$ cat config.mk
export PLATFORM = sky130hd
export DESIGN_NAME = button_edge_autorepeat_scanner
export DESIGN_NICKNAME = d
export VERILOG_FILES = /design/src/hdl/beas_pkg.sv /design/src/hdl/beas_ctrl.sv /design/src/hdl/beas_dp.sv /design/src/hdl/button_edge_autorepeat_scanner.sv
export VERILOG_INCLUDE_DIRS = /design/src /design/src/hdl
export SDC_FILE = /design/constraint.sdc
export NUM_CORES = 1
export LEC_CHECK = 0
export ABC_CLOCK_PERIOD_IN_PS = 4300
export BUFFER_PORTS_ARGS = -buffer_cell sky130_fd_sc_hd__clkbuf_2
export CORE_MARGIN = 2
export CORE_UTILIZATION = 55
export DETAILED_ROUTE_END_ITERATION = 8
export PLACE_DENSITY = 0.75
export SLEW_MARGIN = 10
export SYNTH_ARGS = -nofsm -noshare
export SYNTH_HDL_FRONTEND = slang
export SYNTH_SLANG_ARGS = --single-unit
$ cat constraint.sdc
create_clock -name clk_i -period 4.3 [get_ports clk_i]
set_input_delay 0.86 -clock clk_i [delete_from_list [all_inputs] [get_ports clk_i]]
set_output_delay 0.86 -clock clk_i [all_outputs]
set_load 0.005 [all_outputs]
$ cat src/hdl/button_edge_autorepeat_scanner_assert.svh
// Assertion macros used by the scanner's top-level RTL file.
`ifndef BUTTON_EDGE_AUTOREPEAT_SCANNER_ASSERT_SVH
`define BUTTON_EDGE_AUTOREPEAT_SCANNER_ASSERT_SVH

// Same-cycle implication, checked out of reset.
`define BEAS_ASSERT_NOW(label, clk, rstn, ante, cons, msg) \
  label: assert property (@(posedge clk) disable iff (!(rstn)) (ante) |-> (cons)) \
    else $error(msg);

// Next-cycle implication, checked out of reset.
`define BEAS_ASSERT_NEXT(label, clk, rstn, ante, cons, msg) \
  label: assert property (@(posedge clk) disable iff (!(rstn)) (ante) |=> (cons)) \
    else $error(msg);

`endif

$ cat src/hdl/beas_pkg.sv
// Types, codes and lookup functions for the button edge / auto-repeat scanner.
package beas_pkg;

  // Fixed field widths
  localparam int unsigned BtnWidth  = 16;
  localparam int unsigned CfgIdxW   = 3;
  localparam int unsigned CfgDataW  = 8;

  // Configuration register indexes
  localparam logic [CfgIdxW-1:0] CfgStickMask   = 3'd0;
  localparam logic [CfgIdxW-1:0] CfgBtnPeriod   = 3'd1;
  localparam logic [CfgIdxW-1:0] CfgStickPeriod = 3'd2;
  localparam logic [CfgIdxW-1:0] CfgStickLow    = 3'd3;
  localparam logic [CfgIdxW-1:0] CfgStickHigh   = 3'd4;
  localparam logic [CfgIdxW-1:0] CfgHoldThr     = 3'd5;

  // Configuration reset values
  localparam logic [3:0] RstStickMask   = 4'h3;
  localparam logic [7:0] RstBtnPeriod   = 8'd3;
  localparam logic [7:0] RstStickPeriod = 8'd1;
  localparam logic [7:0] RstStickLow    = 8'd38;
  localparam logic [7:0] RstStickHigh   = 8'd218;
  localparam logic [7:0] RstHoldThr     = 8'd10;
  localparam logic [7:0] HoldMax        = 8'hFF;

  // Event kinds
  localparam logic [1:0] KindNone    = 2'd0;
  localparam logic [1:0] KindPress   = 2'd1;
  localparam logic [1:0] KindRelease = 2'd2;
  localparam logic [1:0] KindRepeat  = 2'd3;

  // Navigation directions
  localparam logic [2:0] NavNone  = 3'd0;
  localparam logic [2:0] NavUp    = 3'd1;
  localparam logic [2:0] NavDown  = 3'd2;
  localparam logic [2:0] NavLeft  = 3'd3;
  localparam logic [2:0] NavRight = 3'd4;

  // D-pad positions
  localparam logic [3:0] PosUp    = 4'd4;
  localparam logic [3:0] PosRight = 4'd5;
  localparam logic [3:0] PosDown  = 4'd6;
  localparam logic [3:0] PosLeft  = 4'd7;

  // Stick direction bits in walk order
  localparam logic [1:0] DirUp    = 2'd0;
  localparam logic [1:0] DirDown  = 2'd1;
  localparam logic [1:0] DirLeft  = 2'd2;
  localparam logic [1:0] DirRight = 2'd3;

  typedef struct packed {
    logic [BtnWidth-1:0] buttons;
    logic [7:0]          stick_x;
    logic [7:0]          stick_y;
  } beas_in_t;

  typedef struct packed {
    logic [1:0] event_kind;
    logic [3:0] position;
    logic [2:0] nav_dir;
    logic       last;
  } beas_out_t;

  // Controller to datapath
  typedef struct packed {
    logic load;   // take the scan request
    logic adv;    // evaluate the current position and move on
    logic flush;  // emit the closing result of the scan
  } beas_cmd_t;

  // Datapath to controller
  typedef struct packed {
    logic ev;         // current position produces a result
    logic pend_v;     // a result is waiting in the pending slot
    logic out_free;   // output register can be written this cycle
    logic step_last;  // current position is the last of the walk
  } beas_sts_t;

  // D-pad position of a stick direction
  function automatic logic [3:0] stick_pos(input logic [1:0] dir);
    logic [3:0] p;
    unique case (dir)
      DirUp:    p = PosUp;
      DirDown:  p = PosDown;
      DirLeft:  p = PosLeft;
      DirRight: p = PosRight;
      default:  p = PosUp;
    endcase
    return p;
  endfunction

  // Navigation direction tied to a d-pad position
  function automatic logic [2:0] nav_of(input logic [3:0] pos);
    logic [2:0] n;
    unique case (pos)
      PosUp:    n = NavUp;
      PosDown:  n = NavDown;
      PosLeft:  n = NavLeft;
      PosRight: n = NavRight;
      default:  n = NavNone;
    endcase
    return n;
  endfunction

endpackage

$ cat src/hdl/beas_ctrl.sv
// Scan controller: accepts a scan, steps the walk, closes the scan.
module beas_ctrl (
  input  logic                clk_i,
  input  logic                rst_ni,
  input  logic                in_valid_i,
  output logic                in_stall_o,
  input  beas_pkg::beas_sts_t sts_i,
  output beas_pkg::beas_cmd_t cmd_o
);
  import beas_pkg::*;

  localparam logic [1:0] StIdle  = 2'd0;
  localparam logic [1:0] StWalk  = 2'd1;
  localparam logic [1:0] StFlush = 2'd2;

  logic [1:0] state_q, state_d;
  logic       blocked;

  // A new result cannot move the pending one out while the output is full
  assign blocked = sts_i.ev && sts_i.pend_v && !sts_i.out_free;

  // Next state and commands
  always_comb begin
    state_d = state_q;
    cmd_o   = '0;
    unique case (state_q)
      StIdle: begin
        if (in_valid_i) begin
          cmd_o.load = 1'b1;
          state_d    = StWalk;
        end
      end
      StWalk: begin
        if (!blocked) begin
          cmd_o.adv = 1'b1;
          if (sts_i.step_last) begin
            state_d = StFlush;
          end
        end
      end
      StFlush: begin
        if (sts_i.out_free) begin
          cmd_o.flush = 1'b1;
          state_d     = StIdle;
        end
      end
      default: begin
        state_d = StIdle;
      end
    endcase
  end

  always_ff @(posedge clk_i or negedge rst_ni) begin
    if (!rst_ni) begin
      state_q <= StIdle;
    end else begin
      state_q <= state_d;
    end
  end

  assign in_stall_o = (state_q != StIdle);

endmodule

$ cat src/hdl/beas_dp.sv
// Scanner datapath: config registers, scan shift registers, hold/repeat state, outputs.
module beas_dp #(
  parameter int unsigned BUTTON_COUNT = 16
) (
  input  logic                         clk_i,
  input  logic                         rst_ni,
  input  logic                         cfg_we_i,
  input  logic [beas_pkg::CfgIdxW-1:0] cfg_index_i,
  input  logic [beas_pkg::CfgDataW-1:0] cfg_data_i,
  input  beas_pkg::beas_in_t           in_data_i,
  input  beas_pkg::beas_cmd_t          cmd_i,
  output beas_pkg::beas_sts_t          sts_o,
  output logic                         out_valid_o,
  input  logic                         out_stall_i,
  output beas_pkg::beas_out_t          out_data_o
);
  import beas_pkg::*;

  // Positions at or above the mask width never change, so the walk stops there
  localparam int unsigned ScanLen   = (BUTTON_COUNT < BtnWidth) ? BUTTON_COUNT : BtnWidth;
  localparam int unsigned StepCount = ScanLen + 4;
  localparam int unsigned StepW     = $clog2(StepCount);

  // Configuration
  logic [3:0] mask_q;
  logic [7:0] btn_per_q, stk_per_q, low_q, high_q, thr_q;

  // Scan registers
  logic [ScanLen-1:0] cur_sh_q;   // current mask, shifted down one per button step
  logic [ScanLen-1:0] prev_q;     // previous mask, rotated while the new one fills in
  logic [3:0]         dirs_q, pdirs_q;
  logic [StepW-1:0]   step_q;

  // Hold / repeat state
  logic [7:0] hold_q, hold_n, rep_q, rep_n;
  logic       boost_q, boost_n;

  // Pending result and output register
  logic      pend_v_q;
  beas_out_t pend_q;
  logic      out_valid_q;
  beas_out_t out_q;

  // Per-step decode
  logic       in_btn, cur, prv, en, stick, ev;
  logic [1:0] sidx;
  logic [3:0] pos;
  logic [2:0] nav;
  logic [7:0] rc_inc, period, hc;
  logic [1:0] kind;
  logic [2:0] ev_nav;
  logic [3:0] dirs_in;
  logic       out_free, push_mid;
  beas_out_t  fin_res;

  // Threshold the stick axes; left and up win on overlap
  always_comb begin
    dirs_in = '0;
    if (in_data_i.stick_x <= low_q) begin
      dirs_in[DirLeft] = 1'b1;
    end else if (in_data_i.stick_x >= high_q) begin
      dirs_in[DirRight] = 1'b1;
    end
    if (in_data_i.stick_y <= low_q) begin
      dirs_in[DirUp] = 1'b1;
    end else if (in_data_i.stick_y >= high_q) begin
      dirs_in[DirDown] = 1'b1;
    end
  end

  // Edge classification and hold / repeat update for the current position
  always_comb begin
    in_btn = (step_q < StepW'(ScanLen));
    sidx   = 2'(step_q - StepW'(ScanLen));
    if (in_btn) begin
      cur   = cur_sh_q[0];
      prv   = prev_q[0];
      pos   = 4'(step_q);
      en    = 1'b1;
      stick = 1'b0;
    end else begin
      cur   = dirs_q[sidx];
      prv   = pdirs_q[sidx];
      pos   = stick_pos(sidx);
      en    = mask_q[sidx];
      stick = 1'b1;
    end
    nav     = nav_of(pos);
    rc_inc  = rep_q + 8'd1;
    period  = stick ? stk_per_q : btn_per_q;
    hc      = (hold_q != HoldMax) ? (hold_q + 8'd1) : hold_q;
    hold_n  = hold_q;
    boost_n = boost_q;
    rep_n   = rep_q;
    ev      = 1'b0;
    kind    = KindNone;
    ev_nav  = NavNone;
    if (en) begin
      priority if (cur && !prv) begin
        ev     = 1'b1;
        kind   = KindPress;
        ev_nav = nav;
      end else if (!cur && prv) begin
        ev      = 1'b1;
        kind    = KindRelease;
        hold_n  = '0;
        boost_n = 1'b0;
      end else if (cur && prv) begin
        if (boost_q) begin
          if (rc_inc >= period) begin
            rep_n = '0;
            if (nav != NavNone) begin
              ev     = 1'b1;
              kind   = KindRepeat;
              ev_nav = nav;
            end
          end else begin
            rep_n = rc_inc;
          end
        end else begin
          hold_n = hc;
          if (hc > thr_q) begin
            boost_n = 1'b1;
          end
        end
      end else begin
        ev = 1'b0;
      end
    end
  end

  // Output handshake and the closing result
  assign out_free = !out_valid_q || !out_stall_i;
  assign push_mid = cmd_i.adv && ev && pend_v_q;

  always_comb begin
    fin_res = pend_v_q ? pend_q : beas_out_t'('0);
    fin_res.last = 1'b1;
  end

  // Configuration writes; unknown indexes are ignored
  always_ff @(posedge clk_i or negedge rst_ni) begin
    if (!rst_ni) begin
      mask_q    <= RstStickMask;
      btn_per_q <= RstBtnPeriod;
      stk_per_q <= RstStickPeriod;
      low_q     <= RstStickLow;
      high_q    <= RstStickHigh;
      thr_q     <= RstHoldThr;
    end else if (cfg_we_i) begin
      unique case (cfg_index_i)
        CfgStickMask:   mask_q    <= cfg_data_i[3:0];
        CfgBtnPeriod:   btn_per_q <= cfg_data_i;
        CfgStickPeriod: stk_per_q <= cfg_data_i;
        CfgStickLow:    low_q     <= cfg_data_i;
        CfgStickHigh:   high_q    <= cfg_data_i;
        CfgHoldThr:     thr_q     <= cfg_data_i;
        default: ;
      endcase
    end
  end

  // Scan state, walk counter and pending slot
  always_ff @(posedge clk_i or negedge rst_ni) begin
    if (!rst_ni) begin
      prev_q   <= '0;
      pdirs_q  <= '0;
      hold_q   <= '0;
      boost_q  <= 1'b0;
      rep_q    <= '0;
      step_q   <= '0;
      pend_v_q <= 1'b0;
    end else begin
      if (cmd_i.load) begin
        step_q   <= '0;
        pend_v_q <= 1'b0;
      end else if (cmd_i.adv) begin
        step_q  <= step_q + StepW'(1);
        hold_q  <= hold_n;
        boost_q <= boost_n;
        rep_q   <= rep_n;
        if (in_btn) begin
          prev_q <= (prev_q >> 1) | (ScanLen'(cur_sh_q[0]) << (ScanLen - 1));
        end
        if (step_q == StepW'(StepCount - 1)) begin
          pdirs_q <= dirs_q;
        end
        if (ev) begin
          pend_v_q <= 1'b1;
        end
      end else if (cmd_i.flush) begin
        pend_v_q <= 1'b0;
      end
    end
  end

  // Scan payload
  always_ff @(posedge clk_i) begin
    if (cmd_i.load) begin
      cur_sh_q <= in_data_i.buttons[ScanLen-1:0];
      dirs_q   <= dirs_in;
    end else if (cmd_i.adv) begin
      if (in_btn) begin
        cur_sh_q <= cur_sh_q >> 1;
      end
      if (ev) begin
        pend_q.event_kind <= kind;
        pend_q.position   <= pos;
        pend_q.nav_dir    <= ev_nav;
        pend_q.last       <= 1'b0;
      end
    end
  end

  // Output register
  always_ff @(posedge clk_i or negedge rst_ni) begin
    if (!rst_ni) begin
      out_valid_q <= 1'b0;
    end else if (push_mid || cmd_i.flush) begin
      out_valid_q <= 1'b1;
    end else if (!out_stall_i) begin
      out_valid_q <= 1'b0;
    end
  end

  always_ff @(posedge clk_i) begin
    if (push_mid) begin
      out_q <= pend_q;
    end else if (cmd_i.flush) begin
      out_q <= fin_res;
    end
  end

  assign sts_o.ev        = ev;
  assign sts_o.pend_v    = pend_v_q;
  assign sts_o.out_free  = out_free;
  assign sts_o.step_last = (step_q == StepW'(StepCount - 1));

  assign out_valid_o = out_valid_q;
  assign out_data_o  = out_q;

endmodule

$ cat src/hdl/button_edge_autorepeat_scanner.sv
// Top level of the button edge detector with auto-repeat navigation.
//
//   channel | direction | handshake              | payload
//   --------+-----------+------------------------+------------------------------
//   in      | input     | in_valid_i / in_stall_o | beas_in_t  (buttons, stick)
//   out     | output    | out_valid_o / out_stall_i | beas_out_t (event, pos, nav)
//   cfg     | input     | cfg_valid_i / cfg_ready_o | index 3b, data 8b
//
// A scan request walks min(BUTTON_COUNT,16) buttons plus 4 stick directions, one
// position per cycle while the walk is not paused, then closes with a final result.
// All positions share the single hold/repeat state.
// The walk pauses while the output register is stalled and a second result is ready.
// Reset loads the config defaults and clears all history; no clearing pass.
module button_edge_autorepeat_scanner #(
  parameter int unsigned BUTTON_COUNT = 16
) (
  input  logic                          clk_i,
  input  logic                          rst_ni,
  input  logic                          in_valid_i,
  output logic                          in_stall_o,
  input  beas_pkg::beas_in_t            in_data_i,
  output logic                          out_valid_o,
  input  logic                          out_stall_i,
  output beas_pkg::beas_out_t           out_data_o,
  input  logic                          cfg_valid_i,
  output logic                          cfg_ready_o,
  input  logic [beas_pkg::CfgIdxW-1:0]  cfg_index_i,
  input  logic [beas_pkg::CfgDataW-1:0] cfg_data_i
);
  import beas_pkg::*;

`include "button_edge_autorepeat_scanner_assert.svh"

  beas_cmd_t cmd;
  beas_sts_t sts;

  // Register writes are always taken
  assign cfg_ready_o = 1'b1;

  beas_ctrl u_ctrl (
    .clk_i      (clk_i),
    .rst_ni     (rst_ni),
    .in_valid_i (in_valid_i),
    .in_stall_o (in_stall_o),
    .sts_i      (sts),
    .cmd_o      (cmd)
  );

  beas_dp #(
    .BUTTON_COUNT (BUTTON_COUNT)
  ) u_dp (
    .clk_i       (clk_i),
    .rst_ni      (rst_ni),
    .cfg_we_i    (cfg_valid_i && cfg_ready_o),
    .cfg_index_i (cfg_index_i),
    .cfg_data_i  (cfg_data_i),
    .in_data_i   (in_data_i),
    .cmd_i       (cmd),
    .sts_o       (sts),
    .out_valid_o (out_valid_o),
    .out_stall_i (out_stall_i),
    .out_data_o  (out_data_o)
  );

  // A taken scan keeps the input stalled while it is walked
  `BEAS_ASSERT_NEXT(a_busy_after_accept, clk_i, rst_ni, in_valid_i && !in_stall_o, in_stall_o, "scan accepted but input not stalled")

  // A result is never pushed over an unconsumed output
  `BEAS_ASSERT_NOW(a_mid_push_free, clk_i, rst_ni, cmd.adv && sts.ev && sts.pend_v, sts.out_free, "pending result pushed over a full output")

  `BEAS_ASSERT_NOW(a_flush_free, clk_i, rst_ni, cmd.flush, sts.out_free, "closing result pushed over a full output")

  // Nothing is left pending once the block is ready for the next scan
  `BEAS_ASSERT_NOW(a_idle_empty, clk_i, rst_ni, !in_stall_o, !sts.pend_v, "pending result left behind at scan end")

endmodule

* Word level (Yosys, flattened, before mapping)
Cells that the tools add are included.
** Storage, ports and cells
- Register bits after elaboration :: 129
- Bits in latches :: 0
- Bits in writable memories :: 0
- Memory bits (read-only) :: 0
- Memories kept :: 0
** Cells by class
- Add/sub/neg operators :: 4
- Multiply operators :: 0
- Div/mod/pow operators :: 0
- Magnitude comparators :: 8
- Equality and inequality tests :: 23
- Shift operators :: 0
- Muxes and demuxes :: 70
- Bitwise gates (word level) :: 5
- Reduce and logical (&&, ||, !) cells :: 40
** Operators with widths (count)
- $mux 16 :: 3
- $mux 8 :: 6
- $mux 1 :: 34
- $mux 10 :: 3
- $ge 8x8->1 :: 3
- $mux 2 :: 9
- $mux 3 :: 6
- $add 8x1->8 const B :: 2
- $eq 4x3->1 const B :: 4
- $le 8x8->1 :: 2
- $or 15x16->16 :: 1
- $pmux 4 s4 :: 1
- $reduce_and 2->1 :: 8
- $pmux 3 s4 :: 1
- $mux 5 :: 2
- $reduce_bool 2->1 :: 5
- $reduce_and 3->1 :: 3
- $gt 8x8->1 :: 1
- $ne 2x2->1 const B :: 4
- $ne 8x8->1 const B :: 1
- $logic_and 1x1->1 :: 7
- $reduce_and 7->1 :: 1
- $bmux 1 s2 :: 3
- $eq 2x2->1 const B :: 3
- other kinds (23) :: 37

* Depth between registers and ports, before layout
- Depth after elaboration :: 22
- Gate-level depth with buffers :: 14

* Cells and area by module
From an unflattened synthesis, not the netlist that was laid out.
** Unflattened totals
- Cell total of the unflattened synthesis :: 581
- Area total of the unflattened synthesis :: 6921.6 µm²
** By module, submodules not included
- beas_dp :: times used 1, cells each 564, area an instance 6784.0 µm², seq. area each 3392.0 µm²
- beas_ctrl :: times used 1, cells each 15, area an instance 126.4 µm², seq. area each 50.0 µm²
- button_edge_autorepeat_scanner :: times used 1, cells each 2, area an instance 11.3 µm², seq. area each 0.0 µm²

* Worst setup path before layout
No wires, ideal clock.
- Kind :: register to register
- Start :: reg u_dp.step_q[4]
- End :: reg u_dp.out_q, in the netlist u_dp.out_data_o[0], enable pin
- Library setup time :: 391 ps
- Data arrival time :: 3061 ps
- Setup slack :: 848 ps
- Cell stages (with the launch flop) :: 10
- Cells stage by stage :: dfrtp_1 buf_4 buf_1 mux2i_1 ha_1 nand4_1 o311ai_1 a41o_1 nand3b_1 o21ai_0
** On the way
- Cells in the longest elaborated chain, start to end :: 19
** RTL lines
- start: declaration :: line beas_dp.sv:32 : logic [StepW-1:0] step_q;
- start signal: assignment :: line beas_dp.sv:178 : step_q <= step_q + StepW'(1);
- $lt 5x5->1 * :: line beas_dp.sv:73 : in_btn = (step_q < StepW'(ScanLen));
- $mux 4 :: line beas_dp.sv:75 : if (in_btn) begin
- $eq 4x3->1 :: line beas_pkg.sv:95 : unique case (pos)
- $pmux 3 s4 :: line beas_pkg.sv:95
- $reduce_bool 3->1 :: line beas_dp.sv:112 : if (nav != NavNone) begin
- $mux 1 :: line beas_dp.sv:112
- $mux 1 :: line beas_dp.sv:110 : if (rc_inc >= period) begin
- $mux 1 :: line beas_dp.sv:109 : if (boost_q) begin
- $mux 1 :: line beas_dp.sv:108 : end else if (cur && prv) begin
- $mux 1 :: line beas_dp.sv:103 : end else if (!cur && prv) begin
- $mux 1 :: line beas_dp.sv:99 : priority if (cur && !prv) begin
- $mux 1 * :: line beas_dp.sv:98 : if (en) begin
- $logic_and 1x1->1 (2 in a row) :: line beas_ctrl.sv:20 : assign blocked = sts_i.ev && sts_i.pend_v && !sts_i.out_free;
- $mux 1 :: line beas_ctrl.sv:34 : if (!blocked) begin
- $mux 1 :: line beas_ctrl.sv:26 : unique case (state_q)
- $logic_and 1x1->1 * (2 in a row) :: line beas_dp.sv:134 : assign push_mid = cmd_i.adv && ev && pend_v_q;
- $reduce_bool 2->1 (no source line) *
- end signal: assignment :: line beas_dp.sv:228 : out_q <= pend_q;
- end signal: assignment :: line beas_dp.sv:230 : out_q <= fin_res;
- end: declaration :: line beas_dp.sv:42 : beas_out_t out_q;
Mark *: on every way between the ends. The rest lies on a longest branch, timed or not.
A chain may end at the register's enable or synchronous reset.

* Worst setup path in the final report
- Start :: reg u_dp.step_q[4]
- End :: reg u_dp.cur_sh_q[3], enable pin
** On the way
- Cells in the longest elaborated chain, start to end :: 18
** RTL lines
- $lt 5x5->1 * :: line beas_dp.sv:73
- $mux 4 :: line beas_dp.sv:75
- $eq 4x3->1 :: line beas_pkg.sv:95
- $pmux 3 s4 :: line beas_pkg.sv:95
- $reduce_bool 3->1 :: line beas_dp.sv:112
- $mux 1 :: line beas_dp.sv:112
- $mux 1 :: line beas_dp.sv:110
- $mux 1 :: line beas_dp.sv:109
- $mux 1 :: line beas_dp.sv:108
- $mux 1 :: line beas_dp.sv:103
- $mux 1 :: line beas_dp.sv:99
- $mux 1 :: line beas_dp.sv:98
- $logic_and 1x1->1 (2 in a row) :: line beas_ctrl.sv:20
- $mux 1 :: line beas_ctrl.sv:34
- $mux 1 :: line beas_ctrl.sv:26
- $reduce_bool 2->1 (no source line)
- $reduce_and 2->1 (no source line) *
- end signal: assignment :: line beas_dp.sv:200 : cur_sh_q <= in_data_i.buttons[ScanLen-1:0];
- end signal: assignment :: line beas_dp.sv:204 : cur_sh_q <= cur_sh_q >> 1;
- end: declaration :: line beas_dp.sv:29 : logic [ScanLen-1:0] cur_sh_q;
Marks and branches as above.

==> flow_metrics.tcl <==
set metrics [dict create \
    dieArea_sq_mm 0.01369 \
    grt_max_degree 91 \
    final_cells 862 \
    num_io_pins 61 \
    clkPwrFrac 0.267 \
    cp_max_fo 17 \
    seqPwrFrac 0.372 \
    fin_crit_sh 0.8658 \
    initial_core_util 0.5589 \
    clk_path_buf_depth 2 \
    overflow 0 \
    slew_headroom 0.2268 \
    cp_slowest_cell "dfrtp_1" \
    port_buffers 59 \
    ys_ff_latch 129 \
    syn_to_final_growth_pct 15.68 \
    layout-drive-gt1-share 0.2797 \
    drv_slew 0 \
    ir_worst_vdd_uv 339.7 \
    antenna_found_initial 0 \
    worstPathRequired_ps 4380 \
    utilization 0.6465 \
    die_height_um 117.0 \
    clk_latency_ps 420 \
    final_cell_mix "75 x dfrtp_1, 73 x nand2_1, 68 x mux2_2" \
    synth_cell_types 58 \
    multiInputGateArea_sq_mm 0.003311 \
    ys.flop_type "dfrtp_1" \
    finalCriticalPeriod_ps 3723 \
    wire_per_inst_um 16.63 \
    p_sw_frac 0.3394 \
    numCtsBuffers 17 \
    firstDrtPassIters 5 \
    num_vias 4807 \
    synth-edff-count 39 \
    holdBufCountCts 0 \
    endpoint_kind "flop" \
    max_clock_freq_ghz 0.2686 \
    design_area_sq_mm 0.008125 \
    avgViaCountPerCell 5.577 \
    intPower_uw 3803 \
    drt_iter0_drc 284 \
    ys_seq_area_frac 0.4900 \
    crit_arrival_ps 3800 \
    ys.warnings.count 0 \
    drv_cap 0 \
    grt_pass1_wl_um 23780 \
    grt_pass1_vias 4894 \
    max_stage_delay_ps 620 \
    start_kind "flop" \
    cts_sinks 129 \
    cp_common_cell "buf_4" \
    nets 780 \
    leakagePower_uw 0.003753 \
    async_reset_ff_frac 0.6977 \
    setup-tns-final_ps 0 \
    place_area_sq_mm 0.007472 \
    grt_usage 0.2302 \
    final-setup-viol-count 0 \
    regArea_sq_mm 0.003442 \
    path_class "flop to flop" \
    comb_power_share 0.361 \
    row_count 41 \
    fin_skew_ps 6.119 \
    drc 0 \
    post-cts-setup-buffers 0 \
    synth_fp_nets 716 \
    num_antenna_cells 0 \
    hpwl_um 10140 \
    r2r_cells 10 \
    finalHoldViolations 0 \
    dieWidth_um 117.0 \
    worst_pin_slew_ps 1151 \
    cts_tree "built" \
    rsz0062_at_grt "no" \
    netlist_instances 613 \
    syn_area_per_cell_sq_um 11.46 \
    gp_congestion 0.8855 \
    power.switching_uw 1954 \
    syn_area_sq_mm 0.007024 \
    hold_class "input pin to asynchronous set/reset pin" \
    worstPathCellList "mux2_2, ha_1, nand2b_1, a2111oi_0, o311ai_1, buf_4, a31o_2, a21oi_4, buf_4, or2_2" \
    final_common_cell "dfrtp_1" \
    coreArea_sq_mm 0.01257 \
    totalWireLength_um 14330 \
    num-fill-cells 952 \
    ctsHtreeMaxLevel 4 \
    run_status "finished, final reports clean" \
    powerDensity_mw_per_mm2 708.6 \
    dpl.cell_count 830 \
    cts_resized 0 \
    antenna_left 0 \
    cts.clk_slew.worst_paths_ps 60 \
    root_buffer "clkbuf_16" \
]
path summary, 6_finish.rpt:
path	startpoint	to	slack (ps)
max in group asynchronous	rst_ni	u_dp.prev_q[1]	3230
setup reg to reg	u_dp.step_q[4]	u_dp.cur_sh_q[3]	580
min in group clk_i	u_dp.prev_q[4]	u_dp.prev_q[4]	500
hold / removal	rst_ni	u_dp.prev_q[8]	460
setup / recovery	u_dp.step_q[4]	u_dp.cur_sh_q[3]	580
hold reg to reg	u_dp.prev_q[4]	u_dp.prev_q[4]	500
registers in the layout (all words and copies together) (netlist names), 5 cells and up:
name / flops
u_dp.high_q: 8
u_dp.thr_q: 8
u_dp.low_q: 8
u_dp.prev_q: 16
u_dp.cur_sh_q: 16
u_dp.hold_q: 8
u_dp.pend_q: 9
u_dp.rep_q: 8
u_dp.stk_per_q: 8
u_dp.btn_per_q: 8
u_dp.out_data_o: 10
u_dp.step_q: 5
power by group through the flow:
stage	registers, uW	clock network, uW	logic (uW)
2_1_floorplan	2050	0	1660
3_3_place_gp	2130	0	1940
3_5_place_dp	2160	0	2060
4_1_cts	2140	1560	2080
5_1_grt	2200	1610	2340
6_report	2140	1530	2080
final cells by class:
| type | instances | area share |
|---|---|---|
| Tap cell | 172 | 0.02649 |
| Clock buffer | 26 | 0.06899 |
| Timing Repair Buffer | 67 | 0.04450 |
| Multi-Input combinational cell | 423 | 0.4075 |
| Inverter | 39 | 0.01802 |
| Sequential cell | 129 | 0.4236 |
| Clock inverter | 6 | 0.01093 |
Yosys cell counts (all sizes together), types with 3 or more instances:
cell,count,share of area
dfstp,15,0.056
nand2b,9,0.0080
nor2,23,0.012
dfrtp,75,0.27
o21a,10,0.011
o21ai,20,0.014
and2,9,0.0080
buf,9,0.011
nor2b,14,0.012
a21o,14,0.015
clkbuf,13,0.0069
nand4,6,0.0053
and3,9,0.0080
mux2i,16,0.023
xnor2,5,0.0062
nand2,73,0.039
a31oi,4,0.0036
a21oi,18,0.014
ha,55,0.098
mux4,3,0.011
a211oi,6,0.0082
nand4b,3,0.0037
inv,39,0.021
o2111ai,3,0.0037
nand3,16,0.011
nor3b,4,0.0043
or2,3,0.0027
nor3,6,0.0059
mux2,68,0.11
edfxtp,39,0.17
worst max-delay path, delay by kind of cell (launching register included):
family                   cells  cell delay, ps
adder cells (fa/ha/maj)      1             260
AO/OA/AOI/OAI                4            1120
AND/OR/NAND/NOR              2             520
flip-flops                   1             620
multiplexers                 1             390
buffers and inverters        2             440
layer usage:
metal	track usage	vias up	share of wire
met5	0	-	0
met4	0.08627	0	0.023
met3	0.05973	29	0.033
met2	0.3931	91	0.50
met1	0.2824	2372	0.45
li1	-	2315	-
cells by family after synthesis:
kind of cell    after synthesis  synth area share
xor+xnor                      7          0.008728
simple gates                183            0.1307
mux                          87            0.1425
compound gates               90           0.09085
buf+inv                      61           0.03865
fa+ha+maj                    55           0.09797
flops                       129            0.4900
other cells                   1         0.0005339
through the flow:
stage / power, uW / worst slack, ps / hold WS, ps
after floorplan: 3704 / 847.9 / 471.4
after global placement: 4073 / 698.3 / 483.0
after detailed placement: 4211 / 604.2 / 488.4
after CTS: 5784 / 549.3 / 501.0
after global routing: 6154 / 254.2 / 510.7
final: 5758 / 577.0 / 464.8
Note: power is estimated with default switching activity, not from simulation.
